**config.mk**
```make
export PLATFORM = sky130hd
export DESIGN_NAME = string_escape_decoder_core
export DESIGN_NICKNAME = d
export VERILOG_FILES = /design/src/sed_pkg.sv /design/src/sed_front.sv /design/src/sed_queue.sv /design/src/sed_back.sv /design/src/string_escape_decoder_core.sv
export SDC_FILE = /design/constraint.sdc
export NUM_CORES = 1
export LEC_CHECK = 0
export ABC_CLOCK_PERIOD_IN_PS = 10100
export BUFFER_PORTS_ARGS = -buffer_cell sky130_fd_sc_hd__buf_4
export CORE_MARGIN = 3
export CORE_UTILIZATION = 61
export DETAILED_ROUTE_END_ITERATION = 6
export GPL_TIMING_DRIVEN = 0
export PLACE_DENSITY = 0.8
export SYNTH_ARGS = -nofsm -noshare
export SYNTH_HDL_FRONTEND = slang
export SYNTH_SLANG_ARGS = --single-unit
```
**constraint.sdc**
```tcl
create_clock -name clk -period 10.1 [get_ports clk]
set_input_delay 3.03 -clock clk [delete_from_list [all_inputs] [get_ports clk]]
set_output_delay 3.03 -clock clk [all_outputs]
set_load 0.01 [all_outputs]
```
**src/sed_pkg.sv**
```systemverilog
// ---------------------------------------------------------------------------
// sed_pkg
// Shared types, character codes and helpers of the string escape decoder.
// ---------------------------------------------------------------------------
package sed_pkg;

  localparam logic [7:0] CH_QUOTE = 8'h22;
  localparam logic [7:0] CH_BSLASH = 8'h5C;
  localparam logic [7:0] CH_N = 8'h6E;
  localparam logic [7:0] CH_R = 8'h72;
  localparam logic [7:0] CH_T = 8'h74;
  localparam logic [7:0] CH_X = 8'h78;
  localparam logic [7:0] CH_LF = 8'h0A;
  localparam logic [7:0] CH_CR = 8'h0D;
  localparam logic [7:0] CH_TAB = 8'h09;

  localparam int CNT_W = 16;
  localparam logic [CNT_W-1:0] MAX_BYTES_RESET = 16'd1024;
  localparam int QUEUE_DEPTH_DEFAULT = 4;

  // results one input item causes, in output order: held digit, byte, end
  typedef struct packed {
    logic             hv;
    logic [7:0]       hb;
    logic             cv;
    logic [7:0]       cb;
    logic             ev;
    logic [CNT_W-1:0] cnt;
  } sed_rec_t;

  // {is_hex, nibble}
  function automatic logic [4:0] hex_val(input logic [7:0] c);
    logic [4:0] r;
    r = 5'd0;
    if (c inside {[8'h30:8'h39]}) r = {1'b1, c[3:0]};
    else if (c inside {[8'h61:8'h66], [8'h41:8'h46]})
      r = {1'b1, c[3:0] + 4'd9};
    return r;
  endfunction

endpackage

```
**src/sed_front.sv**
```systemverilog
// ---------------------------------------------------------------------------
// sed_front
// Accepts raw bytes, runs the escape state machine and writes one record of
// up to three results per item into the queue.
// ---------------------------------------------------------------------------
module sed_front (
  input  logic                    clk,
  input  logic                    rst,
  input  logic                    in_valid,
  output logic                    in_ready,
  input  logic [7:0]              raw_byte,
  input  logic                    is_last,
  input  logic [sed_pkg::CNT_W-1:0] max_bytes,
  input  logic                    q_full,
  output logic                    q_push,
  output sed_pkg::sed_rec_t       q_rec
);
  import sed_pkg::*;

  localparam logic [2:0] M_START = 3'd0;
  localparam logic [2:0] M_PLAIN = 3'd1;
  localparam logic [2:0] M_ESC   = 3'd2;
  localparam logic [2:0] M_HEX1  = 3'd3;
  localparam logic [2:0] M_HEX2  = 3'd4;
  localparam logic [2:0] M_DONE  = 3'd5;

  logic [2:0]       mode, mode_next;
  logic [7:0]       held_char, held_next;
  logic [CNT_W-1:0] emitted_count, cnt1, cnt2;
  logic             want0, want1, accept;
  logic [7:0]       byte0, byte1;
  logic [4:0]       hc, hh;

  assign in_ready = !q_full;
  assign accept   = in_valid && in_ready;
  assign hc = hex_val(raw_byte);
  assign hh = hex_val(held_char);

  always_comb begin
    mode_next = mode;
    held_next = held_char;
    want0 = 1'b0;
    want1 = 1'b0;
    byte0 = held_char;
    byte1 = raw_byte;
    // plain-text handling of the current byte, reused by several modes
    case (mode)
      M_START: begin
        if (raw_byte == CH_QUOTE) mode_next = M_PLAIN;
        else if (raw_byte == CH_BSLASH && !is_last) mode_next = M_ESC;
        else begin
          want1 = 1'b1;
          mode_next = M_PLAIN;
        end
      end
      M_ESC: begin
        mode_next = M_PLAIN;
        want1 = 1'b1;
        if (raw_byte == CH_N) byte1 = CH_LF;
        else if (raw_byte == CH_R) byte1 = CH_CR;
        else if (raw_byte == CH_T) byte1 = CH_TAB;
        else if (raw_byte inside {CH_BSLASH, CH_QUOTE}) byte1 = raw_byte;
        else if (raw_byte == CH_X) begin
          want1 = 1'b0;
          if (!is_last) mode_next = M_HEX1;
        end else byte1 = CH_BSLASH;
      end
      M_HEX1: begin
        if (!is_last && hc[4]) begin
          held_next = raw_byte;
          mode_next = M_HEX2;
        end else if (raw_byte == CH_QUOTE) mode_next = M_DONE;
        else if (raw_byte == CH_BSLASH && !is_last) mode_next = M_ESC;
        else begin
          want1 = 1'b1;
          mode_next = M_PLAIN;
        end
      end
      M_HEX2: begin
        held_next = 8'd0;
        if (hc[4]) begin
          want1 = 1'b1;
          byte1 = {hh[3:0], hc[3:0]};
          mode_next = M_PLAIN;
        end else begin
          want0 = 1'b1;
          if (raw_byte == CH_QUOTE) mode_next = M_DONE;
          else if (raw_byte == CH_BSLASH && !is_last) mode_next = M_ESC;
          else begin
            want1 = 1'b1;
            mode_next = M_PLAIN;
          end
        end
      end
      M_DONE: ;
      default: begin
        if (raw_byte == CH_QUOTE) mode_next = M_DONE;
        else if (raw_byte == CH_BSLASH && !is_last) mode_next = M_ESC;
        else begin
          want1 = 1'b1;
          mode_next = M_PLAIN;
        end
      end
    endcase
  end

  // byte limit applied to each emit in order
  always_comb begin
    q_rec.hv  = want0 && (emitted_count < max_bytes);
    q_rec.hb  = byte0;
    cnt1      = emitted_count + CNT_W'(q_rec.hv);
    q_rec.cv  = want1 && (cnt1 < max_bytes);
    q_rec.cb  = byte1;
    cnt2      = cnt1 + CNT_W'(q_rec.cv);
    q_rec.ev  = is_last;
    q_rec.cnt = cnt2;
  end

  assign q_push = accept && (q_rec.hv || q_rec.cv || q_rec.ev);

  always_ff @(posedge clk) begin
    if (rst) begin
      mode <= M_START;
      held_char <= 8'd0;
      emitted_count <= '0;
    end else if (accept) begin
      if (is_last) begin
        mode <= M_START;
        held_char <= 8'd0;
        emitted_count <= '0;
      end else begin
        mode <= mode_next;
        held_char <= held_next;
        emitted_count <= cnt2;
      end
    end
  end

endmodule

```
**src/sed_queue.sv**
```systemverilog
// ---------------------------------------------------------------------------
// sed_queue
// Small FIFO of result records between the front and back parts.
// ---------------------------------------------------------------------------
module sed_queue #(
  parameter int DEPTH = sed_pkg::QUEUE_DEPTH_DEFAULT
) (
  input  logic              clk,
  input  logic              rst,
  input  logic              push,
  input  sed_pkg::sed_rec_t push_rec,
  output logic              full,
  input  logic              pop,
  output logic              head_valid,
  output sed_pkg::sed_rec_t head_rec
);
  import sed_pkg::*;

  localparam int PW = (DEPTH > 1) ? $clog2(DEPTH) : 1;
  localparam int CW = $clog2(DEPTH + 1);
  localparam logic [PW-1:0] LAST_PTR = PW'(DEPTH - 1);

  sed_rec_t        mem [DEPTH];
  logic [PW-1:0]   wr_ptr, rd_ptr;
  logic [CW-1:0]   count;
  logic            do_push, do_pop;

  assign full       = (count == CW'(DEPTH));
  assign head_valid = (count != '0);
  assign head_rec   = mem[rd_ptr];
  assign do_push    = push && !full;
  assign do_pop     = pop && head_valid;

  always_ff @(posedge clk) begin
    if (do_push) mem[wr_ptr] <= push_rec;
  end

  always_ff @(posedge clk) begin
    if (rst) begin
      wr_ptr <= '0;
      rd_ptr <= '0;
      count <= '0;
    end else begin
      if (do_push) wr_ptr <= (wr_ptr == LAST_PTR) ? '0 : wr_ptr + 1'b1;
      if (do_pop) rd_ptr <= (rd_ptr == LAST_PTR) ? '0 : rd_ptr + 1'b1;
      if (do_push && !do_pop) count <= count + 1'b1;
      else if (do_pop && !do_push) count <= count - 1'b1;
    end
  end

endmodule

```
**src/sed_back.sv**
```systemverilog
// ---------------------------------------------------------------------------
// sed_back
// Walks the head record of the queue and sends its results one per cycle
// through an output register while out_ready lets the register take a new one.
// ---------------------------------------------------------------------------
module sed_back (
  input  logic              clk,
  input  logic              rst,
  input  logic              head_valid,
  input  sed_pkg::sed_rec_t head_rec,
  output logic              pop,
  output logic              out_valid,
  input  logic              out_ready,
  output logic              out_kind,
  output logic [7:0]        out_byte,
  output logic [sed_pkg::CNT_W-1:0] out_count,
  output logic              out_last
);
  import sed_pkg::*;

  logic [2:0] sent, pending, pick, rest;
  logic       load, fin;

  assign pending = {head_rec.ev, head_rec.cv, head_rec.hv} & ~sent;
  assign pick    = pending & (~pending + 3'd1);   // lowest pending result
  assign rest    = pending & ~pick;
  assign fin     = (rest == 3'd0);
  assign load    = head_valid && (!out_valid || out_ready);
  assign pop     = load && fin;

  always_ff @(posedge clk) begin
    if (rst) begin
      out_valid <= 1'b0;
      sent <= 3'd0;
    end else begin
      if (load) begin
        out_valid <= 1'b1;
        sent <= fin ? 3'd0 : (sent | pick);
      end else if (out_ready) out_valid <= 1'b0;
    end
  end

  always_ff @(posedge clk) begin
    if (load) begin
      out_kind  <= pick[2];
      out_last  <= fin;
      out_byte  <= pick[0] ? head_rec.hb : (pick[1] ? head_rec.cb : 8'd0);
      out_count <= pick[2] ? head_rec.cnt : '0;
    end
  end

endmodule

```
**src/string_escape_decoder_core.sv**
```systemverilog
// ---------------------------------------------------------------------------
// string_escape_decoder_core
// Decodes C-style escapes in a quoted string token, one raw byte per item.
// ---------------------------------------------------------------------------
// Input stream s_axis: one raw token byte per item, tlast on the final byte.
// Output stream m_axis: tuser = 0 for a decoded data byte, 1 for the end item
// that carries the token's byte count; tlast marks the final result of an
// input item. Each input item gives zero to three results.
// cfg_we/cfg_wdata write max_bytes (reset 1024); write only while idle.
// Input is taken every cycle while the result queue has room (QUEUE_DEPTH
// records). A result passes through the queue and then the output register.
// Throughput: one input item per cycle while the queue has room, and one
// result per cycle at the output while m_axis_tready is high, so an item's
// results leave the output one after another.
// When m_axis_tready is low the output register holds, the queue fills and
// s_axis_tready drops once all QUEUE_DEPTH records are in use.
// Reset (rst, synchronous) empties the queue, drops any pending result and
// returns the decoder to the start of a token.
// ---------------------------------------------------------------------------
module string_escape_decoder_core #(
  parameter int QUEUE_DEPTH = sed_pkg::QUEUE_DEPTH_DEFAULT
) (
  input  logic        clk,
  input  logic        rst,
  input  logic        s_axis_tvalid,
  output logic        s_axis_tready,
  input  logic [7:0]  s_axis_tdata,   // [7:0] raw_byte
  input  logic        s_axis_tlast,   // is_last
  output logic        m_axis_tvalid,
  input  logic        m_axis_tready,
  output logic [23:0] m_axis_tdata,   // [7:0] out_byte, [23:8] byte_count
  output logic        m_axis_tuser,   // kind
  output logic        m_axis_tlast,   // last_in_run
  input  logic        cfg_we,
  input  logic [15:0] cfg_wdata       // max_bytes
);
  import sed_pkg::*;

  logic [CNT_W-1:0] max_bytes;
  logic             q_full, q_push, q_pop, head_valid;
  sed_rec_t         push_rec, head_rec;
  logic [7:0]       out_byte;
  logic [CNT_W-1:0] out_count;

  always_ff @(posedge clk) begin
    if (rst) max_bytes <= MAX_BYTES_RESET;
    else if (cfg_we) max_bytes <= cfg_wdata;
  end

  sed_front u_front (
    .clk       (clk),
    .rst       (rst),
    .in_valid  (s_axis_tvalid),
    .in_ready  (s_axis_tready),
    .raw_byte  (s_axis_tdata),
    .is_last   (s_axis_tlast),
    .max_bytes (max_bytes),
    .q_full    (q_full),
    .q_push    (q_push),
    .q_rec     (push_rec)
  );

  sed_queue #(.DEPTH(QUEUE_DEPTH)) u_queue (
    .clk        (clk),
    .rst        (rst),
    .push       (q_push),
    .push_rec   (push_rec),
    .full       (q_full),
    .pop        (q_pop),
    .head_valid (head_valid),
    .head_rec   (head_rec)
  );

  sed_back u_back (
    .clk        (clk),
    .rst        (rst),
    .head_valid (head_valid),
    .head_rec   (head_rec),
    .pop        (q_pop),
    .out_valid  (m_axis_tvalid),
    .out_ready  (m_axis_tready),
    .out_kind   (m_axis_tuser),
    .out_byte   (out_byte),
    .out_count  (out_count),
    .out_last   (m_axis_tlast)
  );

  assign m_axis_tdata = {out_count, out_byte};

endmodule

```
# Yosys cells after proc, flatten, opt, wreduce, memory -nomap -nowiden
# Memories as Yosys holds them, arrays and structs flattened. A register that Yosys moved wholly into a read port is not among the register bits.
# Index checks and enable logic that the tools add are counted.
# op_classes
addsub	9
n_lt_le_gt_ge	14
n_eq_ne	15
n_mux	52
bitwise	7
reduce_logical	37
# op_table
op	count
2-to-1 mux 8 bit	10
== test 8 x 7 -> 1 bit (second input constant)	5
2-to-1 mux 3 bit	12
adder 16 x 1 -> 16 bit	2
greater-or-equal comparator 8 x 7 -> 1 bit (second input constant)	4
less-or-equal comparator 8 x 7 -> 1 bit (second input constant)	4
< comparator 16 bit	2
one-hot mux 8 bit (2 select lines)	2
logical AND 1 bit	18
greater-or-equal comparator 8 x 6 -> 1 bit (second input constant)	2
less-or-equal comparator 8 x 6 -> 1 bit (second input constant)	2
2-to-1 mux 16 bit	1
2-to-1 mux 1 bit	15
one-hot mux 3 bit (5 select lines)	1
2-to-1 mux 2 bit	6
2-to-1 mux 5 bit	2
nonzero test 2 bit	5
bitwise AND 3 bit	3
== test 3 bit (second input constant)	3
NOT 3 bit	3
adder 4 bit (second input constant)	2
== test 8 x 6 -> 1 bit (second input constant)	1
2-to-1 mux 4 bit	2
adder 3 x 1 -> 3 bit (second input constant)	2
other kinds (14)	25
# totals
regBits	80
ramBits	140
in_bits	30
memories	1
# mem_list
name	depth	word_bits	rd	rd_ports_with_merged_regs	write_ports	line	text
u_queue.mem	4	35	1	1	1	sed_queue.sv:23	sed_rec_t mem [DEPTH];

# Depth between registers and ports, before layout
# depth
ltp_word	19
mapped_depth	27

# Modules after synthesis
# A second synthesis with hierarchy kept.
# unflattened
hier_cells	795
area_unflattened_um2	10695.3
# modules_own_cells
mod	instances	cells_per_inst	area_per_inst_um2	seq_area_each_um2
sed_queue	1	233	5556.6	4384.2
sed_front	1	429	3304.4	540.5
sed_back	1	81	1252.5	860.8
string_escape_decoder_core	1	52	581.8	320.3

# Worst setup path before layout
# Ideal clock, no wire load.
# synth_timing
kind	input to register
start	in s_axis_tdata[0]
end	mem u_queue.mem[0][0] (netlist bit) (enable)
t_arrival_ps	8601
slack_ps	1067
path_stages	18
path_buffers	0
path_cell_list	inv_1 -> ha_1 -> nand2b_1 -> a21oi_1 -> o21ai_2 -> nor4_1 -> a21boi_1 -> ha_1 -> ha_1 -> nand3_4 -> nor4_1 -> xor2_1 -> ha_1 -> and3_1 -> a221o_1 -> a211oi_2 -> o31ai_4 -> nor2b_1
# synth_lines
element	line	text
from (decl)	string_escape_decoder_core.sv:27	input logic [7:0] s_axis_tdata,
to (decl)	sed_queue.sv:23	

==> reports/results.ini <==
[placed_design]
dp_slack_ns=-0.120
gp_congestion=0.900
portBuffers=55
hpwl_um=15800
placedCellCount=1062

[final_layout]
area_growth_pct=15.8
n_antenna_cell=0
final_cell_mix=166 x edfxtp_1, 57 x buf_4, 56 x dfxtp_1, 53 x nor2_1, 48 x ha_1
multiInputGateArea_mm2=0.00396
nets=946
drive_above_1_share=0.189
fillCellCount=1118
final_cell_count_no_fill=1104
final_common_cell=edfxtp_1
regArea_mm2=0.00611

[setup_path]
start_kind=input pin
worstPathMaxFanout=7
required_ns=10.54
path_class=in2reg
worstPathArrival_ns=10.00
rr_worst_depth=23
cp-end-kind=flip-flop

[detailed_routing]
routedWlPerCell_um=20.3
drt_iter0_markers=606
dr.pass1.iters=5
drc=0
viasPerCell=6.10
drt-total-wl_um=22400
vias=6732
ant_nets=0

[sta]
finalMaxSlewViolations=0
worstMarginPinSlew_ns=1.24
skew_ns=0.0215
fmax_mhz=105
period_needed_ns=9.56
final-hold-violation-count=0
tns_ns=0
final.period_utilization=0.947
rsz0062_at_grt=false
finalSetupViolCount=0
slew_headroom=0.170
final.setup.worst_slack_ns=0.538
finalHoldWorstSlack_ns=0.498

[synthesis]
synthTopCellsByArea=edfxtp_1 48%, dfxtp_1 11%, mux4_2 7.4%
yosys.area.top_type_share=0.481
synth_top_area_cell=edfxtp_1
syn_area_mm2=0.0104
yosys_register_bits=222
async_reset_ff_frac=0
synthDistinctLibCells=70
yosysWarnings=0
synth-seq-area-share=0.589
syn-num-nets=861
avgSynthCellArea_um2=13.3
dominantRegCellSynth=edfxtp_1
synth_cells=782
synth_edf_count=166

[cts]
clk_latency_ns=0.51
clockBufferDepth=3
clock_sinks=222
ctsHoldBuffers=0
cts_max_level=1
cts_tree=yes
cts_made_buffers=23
clk_pin_slew_worst_paths_ns=0.06
cts.root.buffer_cell=clkbuf_16

[die]
rows=47
core_region_area_mm2=0.0166
die_w_um=136
initial_utilization=0.625
io_pins=58
die_y_um=136
fp.dieArea_mm2=0.0186

[power_and_ir_drop]
leakage_nw=4.48
ir_worst_vdd_mv=0.160
clkPwrFrac=0.317
swShare=0.276
power.internal_mw=1.97
power.density_mw_per_mm2=227
combPwrFrac=0.242
finalPower_mw=2.72
pwr-share-seq=0.441
switching_power_uw=750

[hold_path]
min_path_cells=2
hp-class=reg2reg

[grt]
grt_overflow_total=0
grt_start_max_net_pins=31
grt_pass1_vias=6806
grt_pass1_wl_um=35900
grt_antenna_before_repair=0
gr-usage-all-layers=0.250

[run]
maxCapViolCount=0

[outcome]
status=complete, no violations

==> path summary, 6_finish.rpt <==
| path | from | endpoint | slack (ns) |
|---|---|---|---|
| hold / removal | max_bytes[4]$_SDFFE_PP0P_ | max_bytes[4]$_SDFFE_PP0P_ | 0.50 |
| setup / recovery | s_axis_tdata[0] | u_front.emitted_count[14]$_SDFFE_PP0P_ | 0.54 |
| setup reg to reg | u_front.emitted_count[14]$_SDFFE_PP0P_ | u_front.emitted_count[14]$_SDFFE_PP0P_ | 2.64 |
| hold reg to reg | max_bytes[4]$_SDFFE_PP0P_ | max_bytes[4]$_SDFFE_PP0P_ | 0.50 |
==> power by group through the flow <==
| stage | Sequential, mW | Clock [mW] | Combinational [mW] |
|---|---|---|---|
| 6_report | 1.20 | 0.863 | 0.658 |
| 3_5_place_dp | 1.22 | 0 | 0.662 |
| 2_1_floorplan | 1.24 | 0 | 0.375 |
| 4_1_cts | 1.20 | 0.876 | 0.665 |
| 3_3_place_gp | 1.22 | 0 | 0.593 |
| 5_1_grt | 1.21 | 0.915 | 0.719 |
==> routing by layer <==
metal,up-vias,GRT usage,wire length [um]
met1,3265,0.346,9350
met4,0,0.0795,492
met3,55,0.0359,1720
met5,-,0,0
met2,306,0.414,10900
li1,3106,-,-
==> kinds of logic (layout without fill, tap and decap cells) <==
group / Yosys count / count (layout) / share of synthesized area
adder cells (fa/ha/maj): 50 / 50 / 0.0608
AO/OA/AOI/OAI: 126 / 126 / 0.0845
AND/OR/NAND/NOR: 216 / 216 / 0.108
buffers and inverters: 78 / 180 / 0.0340
multiplexers: 56 / 56 / 0.0952
flip-flops: 222 / 222 / 0.589
XOR/XNOR: 34 / 34 / 0.0287
==> metrics by stage <==
| stage | cell area (um2) | util |
|---|---|---|
| finish | 12000 | 0.724 |
| global route | 12000 | 0.724 |
| CTS | 12000 | 0.724 |
| detailed placement | 11200 | 0.677 |
| global placement | 11100 | 0.667 |
| floorplan | 10400 | - |
==> sequential cells by signal (all words and copies together), names as in the netlist, named ones only <==
signal,flops
max_bytes,16
u_back.out_byte,8
u_back.out_count,16
u_back.out_kind,1
u_back.out_last,1
u_back.out_valid,1
u_back.sent,3
u_front.byte0,8
u_front.emitted_count,16
u_front.mode,3
u_queue.count,3
u_queue.mem,140
u_queue.rd_ptr,2
u_queue.wr_ptr,2
==> cell usage after synthesis, types with 3 or more instances <==
cell,n
edfxtp_1,166
dfxtp_1,56
nor2_1,53
ha_1,48
nand2_1,47
inv_1,44
mux4_2,34
a21oi_1,28
nor2b_1,28
o21ai_0,25
mux2i_1,21
nor3_1,19
xnor2_1,18
xor2_1,16
a22o_1,14
clkbuf_1,13
nand3_1,13
buf_2,12
nand2b_1,12
nand4_1,11
a21o_1,9
a22oi_1,6
a31oi_1,6
o211ai_1,6
a211oi_1,5
and3_1,4
nor4_1,4
or3_1,4
a2111o_1,3
a211o_1,3
buf_1,3
clkbuf_8,3
o21a_1,3
or2_2,3
==> worst max-delay path, cell delays in order <==
cell and delay, ns:
buf_4 0.13, inv_1 0.09, ha_1 0.23, nand2b_1 0.14, a21oi_1 0.20, o21ai_2 0.18, nor4_1 0.29, a21boi_2 0.45
ha_1 0.35, ha_1 0.33, nand3_4 0.16, nor4_1 0.38, xor2_1 0.42, ha_1 0.33, and3_1 0.20, a221o_1 0.36
a211oi_2 0.52, ha_1 0.27, ha_1 0.21, nand2_1 0.07, o31a_1 0.29, or4_4 0.46, nor4_2 0.28, xor2_1 0.39
a22o_1 0.21
==> final cells by class <==
class / instances / share of cell area
clock buffer: 26 / 0.0489
sequential: 222 / 0.508
clock inverter: 16 / 0.0158
buffer: 34 / 0.0156
timing repair buffer: 60 / 0.0452
tap: 220 / 0.0229
inverter: 44 / 0.0137
multi-input combinational: 482 / 0.329
==> what timing repair did <==
action | CTS | global route
resized for setup | 0 | 1
buffers inserted | 0 | 0
setup endpoints to repair | 0 | 5
Note: power is estimated with default switching activity, not from simulation.
